--- config.mk ---
export PLATFORM = sky130hd
export DESIGN_NAME = frame_arena_fence_lifecycle
export DESIGN_NICKNAME = d
export VERILOG_FILES = /design/src/rtl/fal_pkg.sv /design/src/rtl/fal_core.sv /design/src/rtl/frame_arena_fence_lifecycle.sv
export SDC_FILE = /design/constraint.sdc
export NUM_CORES = 2
export LEC_CHECK = 0
export ABC_AREA = 1
export BUFFER_PORTS_ARGS = -buffer_cell sky130_fd_sc_hd__buf_2
export CORE_MARGIN = 5
export CORE_UTILIZATION = 40
export DETAILED_ROUTE_END_ITERATION = 10
export GPL_ROUTABILITY_DRIVEN = 0
export PLACE_DENSITY_LB_ADDON = 0.12
export SYNTH_ARGS = -nofsm -noshare
export SYNTH_HDL_FRONTEND = slang
export SYNTH_HIERARCHICAL = 1
export SYNTH_SLANG_ARGS = --single-unit
export TNS_END_PERCENT = 10
--- constraint.sdc ---
create_clock -name clk -period 24.5 [get_ports clk]
set_input_delay 0 -clock clk [delete_from_list [all_inputs] [get_ports clk]]
set_output_delay 0 -clock clk [all_outputs]
set_load 0.01 [all_outputs]
--- src/rtl/fal_pkg.sv ---
// Types and constants shared by the frame arena fence lifecycle block.
`timescale 1ns / 1ps

package fal_pkg;

  typedef enum logic [2:0] {
    CMD_BEGIN   = 3'd0,
    CMD_SUBMIT  = 3'd1,
    CMD_UPLOAD  = 3'd2,
    CMD_DESC    = 3'd3,
    CMD_DISCARD = 3'd4,
    CMD_RETIRE  = 3'd5
  } cmd_t;

  typedef enum logic [1:0] {
    ST_OK      = 2'd0,
    ST_ARG     = 2'd1,
    ST_STATE   = 2'd2,
    ST_UNAVAIL = 2'd3
  } status_t;

  localparam logic REG_UPLOAD_CAP = 1'b0;
  localparam logic REG_DESC_CAP   = 1'b1;

  localparam logic [31:0] UPLOAD_CAP_RESET = 32'd1048576;
  localparam logic [31:0] DESC_CAP_RESET   = 32'd4096;

  typedef struct packed {
    logic [2:0]  cmd;
    logic [63:0] fence;
    logic [31:0] size;
    logic [31:0] align;
  } item_t;

  typedef struct packed {
    logic        active;
    logic [63:0] awaited;
    logic [63:0] last_submitted;
    logic [63:0] generation;
    logic [31:0] up_cursor;
    logic [31:0] up_high;
    logic [31:0] desc_cursor;
    logic [31:0] desc_high;
  } state_t;

  typedef struct packed {
    status_t     status;
    logic [31:0] offset;
    logic        retired;
    logic        frame_active;
    logic [63:0] generation_count;
    logic [63:0] pending_fence;
    logic [63:0] wait_fence;
    logic [31:0] upload_level;
    logic [31:0] upload_peak;
    logic [31:0] descriptor_level;
    logic [31:0] descriptor_peak;
  } result_t;

endpackage

--- src/rtl/fal_core.sv ---
// Command decode, arena bump allocation and fence lifecycle next-state logic.
`timescale 1ns / 1ps

module fal_core
  import fal_pkg::*;
#(
  parameter int OFFSET_BITS = 32
) (
  input  item_t       item,
  input  state_t      st,
  input  logic [31:0] upload_cap,
  input  logic [31:0] desc_cap,
  output state_t      st_nxt,
  output result_t     res
);

  localparam logic [63:0] OFFSET_MAX =
    (OFFSET_BITS >= 64) ? {64{1'b1}} : ((64'd1 << OFFSET_BITS) - 64'd1);

  typedef struct packed {
    status_t     status;
    logic [31:0] where;
    logic [31:0] cursor;
    logic [31:0] high;
  } take_t;

  function automatic take_t arena_take(input logic [31:0] cursor, input logic [31:0] high,
                                       input logic [31:0] cap, input logic [31:0] size,
                                       input logic [31:0] align);
    logic [31:0] mask;
    logic [63:0] limit;
    logic [32:0] start;
    logic [31:0] bumped;
    take_t       t;
    mask   = align - 32'd1;
    limit  = OFFSET_MAX - {32'd0, mask};
    start  = ({1'b0, cursor} + {1'b0, mask}) & ~{1'b0, mask};
    bumped = start[31:0] + size;
    t.status = ST_OK;
    t.where  = start[31:0];
    t.cursor = cursor;
    t.high   = high;
    priority if (size == 32'd0) begin
      t.status = ST_ARG;
    end else if (align == 32'd0 || (align & mask) != 32'd0) begin
      t.status = ST_ARG;
    end else if ({32'd0, cursor} > limit) begin
      t.status = ST_UNAVAIL;
    end else if (start > {1'b0, cap} || size > (cap - start[31:0])) begin
      t.status = ST_UNAVAIL;
    end else begin
      t.cursor = bumped;
      t.high   = (bumped > high) ? bumped : high;
    end
    return t;
  endfunction

  take_t   up_take;
  take_t   desc_take;
  status_t status;
  logic [31:0] where;
  logic    released;

  assign up_take   = arena_take(st.up_cursor, st.up_high, upload_cap, item.size, item.align);
  assign desc_take = arena_take(st.desc_cursor, st.desc_high, desc_cap, item.size, 32'd1);

  always_comb begin
    st_nxt   = st;
    status   = ST_OK;
    where    = 32'd0;
    released = 1'b0;
    unique case (item.cmd)
      CMD_BEGIN, CMD_RETIRE: begin
        priority if (st.active) begin
          status = ST_STATE;
        end else if (item.cmd == CMD_BEGIN && st.generation == {64{1'b1}}) begin
          status = ST_UNAVAIL;
        end else if (st.awaited != 64'd0 && item.fence < st.awaited) begin
          status = ST_STATE;
        end else begin
          if (st.awaited != 64'd0) begin
            st_nxt.awaited     = 64'd0;
            st_nxt.up_cursor   = 32'd0;
            st_nxt.desc_cursor = 32'd0;
            released           = 1'b1;
          end
          if (item.cmd == CMD_BEGIN) begin
            st_nxt.up_cursor   = 32'd0;
            st_nxt.desc_cursor = 32'd0;
            st_nxt.generation  = st.generation + 64'd1;
            st_nxt.active      = 1'b1;
          end
        end
      end
      CMD_SUBMIT: begin
        priority if (!st.active) begin
          status = ST_STATE;
        end else if (item.fence == 64'd0 || item.fence <= st.last_submitted) begin
          status = ST_ARG;
        end else begin
          st_nxt.awaited        = item.fence;
          st_nxt.last_submitted = item.fence;
          st_nxt.active         = 1'b0;
        end
      end
      CMD_UPLOAD: begin
        if (!st.active) begin
          status = ST_STATE;
        end else begin
          status           = up_take.status;
          where            = up_take.where;
          st_nxt.up_cursor = up_take.cursor;
          st_nxt.up_high   = up_take.high;
        end
      end
      CMD_DESC: begin
        if (!st.active) begin
          status = ST_STATE;
        end else begin
          status             = desc_take.status;
          where              = desc_take.where;
          st_nxt.desc_cursor = desc_take.cursor;
          st_nxt.desc_high   = desc_take.high;
        end
      end
      CMD_DISCARD: begin
        st_nxt.active      = 1'b0;
        st_nxt.awaited     = 64'd0;
        st_nxt.up_cursor   = 32'd0;
        st_nxt.desc_cursor = 32'd0;
      end
      default: begin
        status = ST_ARG;
      end
    endcase
  end

  always_comb begin
    res.status           = status;
    res.offset           = (status == ST_OK) ? where : 32'd0;
    res.retired          = released;
    res.frame_active     = st_nxt.active;
    res.generation_count = st_nxt.generation;
    res.pending_fence    = st_nxt.awaited;
    res.wait_fence       = (st_nxt.awaited != 64'd0 && item.fence < st_nxt.awaited) ?
                           st_nxt.awaited : 64'd0;
    res.upload_level     = st_nxt.up_cursor;
    res.upload_peak      = st_nxt.up_high;
    res.descriptor_level = st_nxt.desc_cursor;
    res.descriptor_peak  = st_nxt.desc_high;
  end

endmodule

--- src/rtl/frame_arena_fence_lifecycle.sv ---
// Top level of the frame arena allocator with fence lifecycle.
// An accepted command waits in the input register; its result is registered in the
// result register, which drives the outputs. The state update is one registered pass.
// Throughput: one command per cycle while out_ready does not hold the result register.
// The input register and the result register let a new command enter while a result waits.
// Reset (synchronous, rst_n low) clears all frame state and loads the default capacities.
`timescale 1ns / 1ps

module frame_arena_fence_lifecycle
  import fal_pkg::*;
#(
  parameter int OFFSET_BITS = 32
) (
  input  logic        clk,
  input  logic        rst_n,
  input  logic        cfg_we,
  input  logic        cfg_index,
  input  logic [31:0] cfg_wdata,
  input  logic        in_valid,
  output logic        in_ready,
  input  logic [2:0]  in_cmd,
  input  logic [63:0] in_fence_value,
  input  logic [31:0] in_alloc_size,
  input  logic [31:0] in_alignment,
  output logic        out_valid,
  input  logic        out_ready,
  output logic [1:0]  out_status,
  output logic [31:0] out_offset,
  output logic        out_retired,
  output logic        out_frame_active,
  output logic [63:0] out_generation_count,
  output logic [63:0] out_pending_fence,
  output logic [63:0] out_wait_fence,
  output logic [31:0] out_upload_level,
  output logic [31:0] out_upload_peak,
  output logic [31:0] out_descriptor_level,
  output logic [31:0] out_descriptor_peak
);

  logic [31:0] upload_cap_r;
  logic [31:0] desc_cap_r;
  item_t       item_r;
  logic        item_valid_r;
  state_t      state_r;
  state_t      state_nxt;
  result_t     res_nxt;
  result_t     res_r;
  logic        res_valid_r;
  logic        advance;

  assign advance  = item_valid_r && (!res_valid_r || out_ready);
  assign in_ready = !item_valid_r || advance;

  always_ff @(posedge clk) begin
    if (!rst_n) begin
      upload_cap_r <= UPLOAD_CAP_RESET;
      desc_cap_r   <= DESC_CAP_RESET;
    end else if (cfg_we) begin
      unique case (cfg_index)
        REG_UPLOAD_CAP: upload_cap_r <= cfg_wdata;
        REG_DESC_CAP:   desc_cap_r   <= cfg_wdata;
        default:        upload_cap_r <= upload_cap_r;
      endcase
    end
  end

  always_ff @(posedge clk) begin
    if (!rst_n) begin
      item_valid_r <= 1'b0;
    end else if (in_ready) begin
      item_valid_r <= in_valid;
    end
  end

  always_ff @(posedge clk) begin
    if (in_valid && in_ready) begin
      item_r.cmd   <= in_cmd;
      item_r.fence <= in_fence_value;
      item_r.size  <= in_alloc_size;
      item_r.align <= in_alignment;
    end
  end

  fal_core #(
    .OFFSET_BITS(OFFSET_BITS)
  ) u_core (
    .item      (item_r),
    .st        (state_r),
    .upload_cap(upload_cap_r),
    .desc_cap  (desc_cap_r),
    .st_nxt    (state_nxt),
    .res       (res_nxt)
  );

  always_ff @(posedge clk) begin
    if (!rst_n) begin
      state_r     <= '0;
      res_valid_r <= 1'b0;
    end else begin
      if (advance) begin
        state_r <= state_nxt;
      end
      if (advance) begin
        res_valid_r <= 1'b1;
      end else if (out_ready) begin
        res_valid_r <= 1'b0;
      end
    end
  end

  always_ff @(posedge clk) begin
    if (advance) begin
      res_r <= res_nxt;
    end
  end

  assign out_valid            = res_valid_r;
  assign out_status           = res_r.status;
  assign out_offset           = res_r.offset;
  assign out_retired          = res_r.retired;
  assign out_frame_active     = res_r.frame_active;
  assign out_generation_count = res_r.generation_count;
  assign out_pending_fence    = res_r.pending_fence;
  assign out_wait_fence       = res_r.wait_fence;
  assign out_upload_level     = res_r.upload_level;
  assign out_upload_peak      = res_r.upload_peak;
  assign out_descriptor_level = res_r.descriptor_level;
  assign out_descriptor_peak  = res_r.descriptor_peak;

endmodule

Word-level counts from Yosys, hierarchy flattened:

Cells that the tools add are included.

* flip-flop bits (word level): 874

* add/sub/neg operators: 8
* magnitude comparators: 10
* equality and inequality tests: 6
* muxes and demuxes: 53
* bitwise operators: 6
* reductions and logical operators: 27

Operator list (count)
* $mux 64: 10
* $mux 32: 12
* $mux 96: 4
* $mux 129: 2
* $mux 65: 3
* $pmux 65 s3: 1
* $pmux 32 s3: 2
* $gt 32x32->1: 5
* $lt 64x64->1: 2
* $reduce_bool 64->1: 2
* $add 32x32->32: 2
* $add 64x1->64 const B: 1
* $eq 64x64->1 const B: 1
* $gt 32x64->1: 1
* $le 64x64->1: 1
* $logic_not 32->1: 2
* $logic_not 64->1: 1
* $pmux 32 s2: 1
* $sub 32x32->32: 2
* $add 32x32->33: 1
* $and 33x33->33: 1
* $gt 33x32->1: 1
* $not 32->33: 1
* $sub 32x32->33 const A: 1
* other kinds (20): 50

Depth between registers and ports, before layout:

* depth in word-level cells: 13
* mapped depth: 56
* mapped depth without buffers: 55

By module:

Netlist, hierarchy kept.

By module, submodules not included
* frame_arena_fence_lifecycle: instances 1, cells each 2885, area an instance 31094.8 sq um, sequential area each 22371.5 sq um
* fal_core: instances 1, cells each 4544, area an instance 26770.7 sq um, sequential area each 0.0 sq um

Least setup slack after synthesis:

No wires, ideal clock.

* path kind: register -> register
* start point: register item_valid_r
* end point: register res_r (netlist bit out_descriptor_level[0]), enable pin
* library setup time: 1.194 ns
* data arrival time: 17.910 ns
* setup slack: 5.397 ns
* stages on the path, launching flop included: 6
* buffers on the path: 3
* period minus slack after synthesis: 19.103 ns
* path through: dfxtp_1 -> buf_2 -> buf_2 -> buf_2 -> inv_1 -> a21oi_1

* cells in the longest elaborated chain, start to end: 1

RTL lines
* from (decl): RTL line frame_arena_fence_lifecycle.sv:43 `logic item_valid_r;`
* from (signal assigned): RTL line frame_arena_fence_lifecycle.sv:71 `item_valid_r <= in_valid;`
* $logic_and 1x1->1: RTL line frame_arena_fence_lifecycle.sv:51 `assign advance = item_valid_r && (!res_valid_r || out_ready);`
* named net advance: RTL line frame_arena_fence_lifecycle.sv:49 `logic advance;`
* to (signal assigned): RTL line frame_arena_fence_lifecycle.sv:113 `res_r <= res_nxt;`
* to (decl): RTL line frame_arena_fence_lifecycle.sv:47 `result_t res_r;`

The timed path passes the listed nets, and every way through them passes these cells.
A chain may end at the register's enable or synchronous reset.

==> out/results.ini <==
[route]
routed_wl_microns = 197000
drtIter0Drc = 4737
wire_per_inst_microns = 20.1
viasPerCell = 5.25
dr.pass1.iters = 6
remaining_drc_errors = 0
postRouteAntennaNets = 0
num_vias = 51700

[cts]
cts_resized = 0
cts_sinks = 874
htree_levels = 3
cts_tree = built
cts_buffers = 101
cts_root_buffer = clkbuf_16
clk_pin_slew_ns = 0.06
insertion_delay_ns = 0.73
clk_path_buf_depth = 3

[timing]
finalCritPeriodShare = 0.438
setup_violations = 0
report.final.slew_viol_count = 0
max_freq_mhz = 93.3
slew_headroom = 0.151
period_needed_ns = 10.72
fin_setup_tns_ns = 0
skew_ns = 0.0363
worstMarginPinSlew_ns = 1.27
rsz0062_at_grt = no
hold_viol_final = 0
finalHoldWorstSlack_ns = 0.0572

[power]
power_density_nw_per_um2 = 67.1
pwr-share-seq = 0.388
power_frac_clock = 0.362
swShare = 0.332
comb_power_share = 0.250
p_int_uw = 2980
p_leak_uw = 0.0288
power_switching_uw = 1480
ir_drop_mv = 0.0597

[floorplan]
start_util = 0.403
die-area_sq_um = 152000
core_sq_um = 144000
die_h_microns = 390
rows = 139
ioPinCount = 527
die_width_microns = 390

[critical_path]
critPathCaptureType = register
critPathSlowestCell = clkinv_1
crit_type = register to register
cp-start-kind = register
cp_slowest_stage_delay_ns = 0.86
worstPathRequired_ns = 25.14
cp_max_fo = 44
arrival_ns = 11.35

[logic_synthesis]
synthFlopType = edfxtp_1
ys_seq_area_frac = 0.387
syn_area_sq_um = 57900
synth_largest_area_cell = edfxtp_1
synth_top_area_frac = 0.253
yosysMostFrequentCell = nand2_1
synth_cell_types = 68
synthTopCellsByArea = edfxtp_1, dfxtp_1, ha_1, nand2_1, inv_1
synth_common_cells = nand2_1, inv_1, nor2_1
synth_cells = 7429
synth_edf_count = 487
ys.warnings.count = 6
syn_nets = 8151
ys_ff_latch = 874
async_flop_share = 0
syn_area_per_cell_sq_um = 7.79

[global_route]
top_usage_layer = met2
grt_antenna_before_repair = 10
grt.met2_usage = 0.388
gr-total-overflow = 0
grt_pass1_vias = 47500
use_met3 = 0.0332
grt_pass1_wl_microns = 293000
grt_usage = 0.248
globalRouteMet1Util = 0.357
grt_max_degree = 223

[placed_design]
place_area_sq_um = 60000
portBuffers = 526
dp_hpwl_microns = 147000

[hold_path]
hp-class = primary input to register

[final_layout]
areaGrowthSynthToFinish_pct = 14.8
drive_above_1_share = 0.101
nets = 8573
fin_area_sq_um = 66400
fin_util = 0.462

[outcome]
status = finished, final reports clean

[flow_run]
cap_violations = 0

worst max-delay path, delay by kind of cell (launching register included):
family / cells / cell delay, ns
AO/OA/AOI/OAI: 9 / 2.73
buffers and inverters: 10 / 1.85
AND/OR/NAND/NOR: 21 / 3.69
adder cells (fa/ha/maj): 5 / 1.39
XOR/XNOR: 1 / 0.47
flip-flops: 1 / 0.47
worst paths after layout:
path | from | to | slack, ns | depth (start not counted)
worst max-delay path | item_r[0] | state_r[74] | 13.78 | 46
worst min register to register | state_r[213] | state_r[213] | 0.48 | 2
worst min-delay path | in_fence_value[59] | item_r[123] | 0.06 | 2
worst max register to register | item_r[0] | state_r[74] | 13.78 | 46
area by class of cell:
| class | instances | area [sq um] |
|---|---|---|
| tap | 1903 | 2380 |
| antenna | 4 | 10.0 |
| multi-input combinational | 4928 | 28100 |
| sequential | 874 | 22400 |
| fill | 14300 | 77300 |
| timing repair buffer | 864 | 5950 |
| clock inverter | 68 | 825 |
| inverter | 1082 | 4070 |
| clock buffer | 122 | 2690 |
repair_timing:
action                                 in CTS  in global routing
hold buffers                              288                  0
endpoints found under the hold margin     306                  0
setup buffers                               0                  0
registers in the layout, summed over array words and instances, names as in the netlist, 2 cells and up:
register              cells
out_upload_peak          32
out_offset               32
out_generation_count     64
out_status                2
desc_cap_r               32
state_r                 321
upload_cap_r             32
out_pending_fence        64
out_upload_level         32
out_descriptor_peak      32
item_r                  131
out_descriptor_level     32
out_wait_fence           64
through the flow:
step | power [uW] | std cells | worst slack, ns
floorplan | 2520 | 7429 | 5.40
global placement | 2800 | 9363 | 14.06
detailed placement | 2820 | 9363 | 13.95
CTS | 4480 | 9841 | 13.91
global route | 4690 | 9841 | 12.95
finish | 4450 | 9845 | 13.78
cells in the final DEF, fill, tap and decap left out, drive strengths merged, types with 11 or more instances in the layout:
cell type / count
dfxtp: 387
nand3b: 12
nand2: 1131
ha: 548
nand4: 96
a22oi: 27
xor2: 116
nand3: 564
o21bai: 24
a211oi: 13
buf: 576
clkinv: 38
a21oi: 715
bufinv: 14
a31oi: 19
dlygate4sd3: 288
nor2: 870
nor4: 76
clkinvlp: 11
a21boi: 47
o211ai: 49
edfxtp: 487
o21ai: 353
xnor2: 63
inv: 1087
clkbuf: 122
o21a: 22
nor3: 104
cells by family after synthesis:
logic type      synth area share
simple gates               0.211
flops                      0.387
xor+xnor                  0.0271
fa+ha+maj                  0.120
buf+inv                    0.129
mux                     0.000195
compound gates             0.126
power groups by stage:
| stage | Sequential (uW) | Clock, uW | Combinational (uW) |
|---|---|---|---|
| 2_1_floorplan | 1750 | 0 | 764 |
| 3_3_place_gp | 1760 | 0 | 1050 |
| 5_1_grt | 1730 | 1710 | 1240 |
| 3_5_place_dp | 1760 | 0 | 1060 |
| 4_1_cts | 1730 | 1650 | 1100 |
| 6_report | 1730 | 1610 | 1110 |
routing by layer:
layer  vias to the layer above  part of all wire
met5                         -                 0
met4                         0             0.032
met3                       268             0.072
met2                      1797              0.43
met1                     24300              0.46
li1                      25400                 -
(Power assumes the default switching activity.)
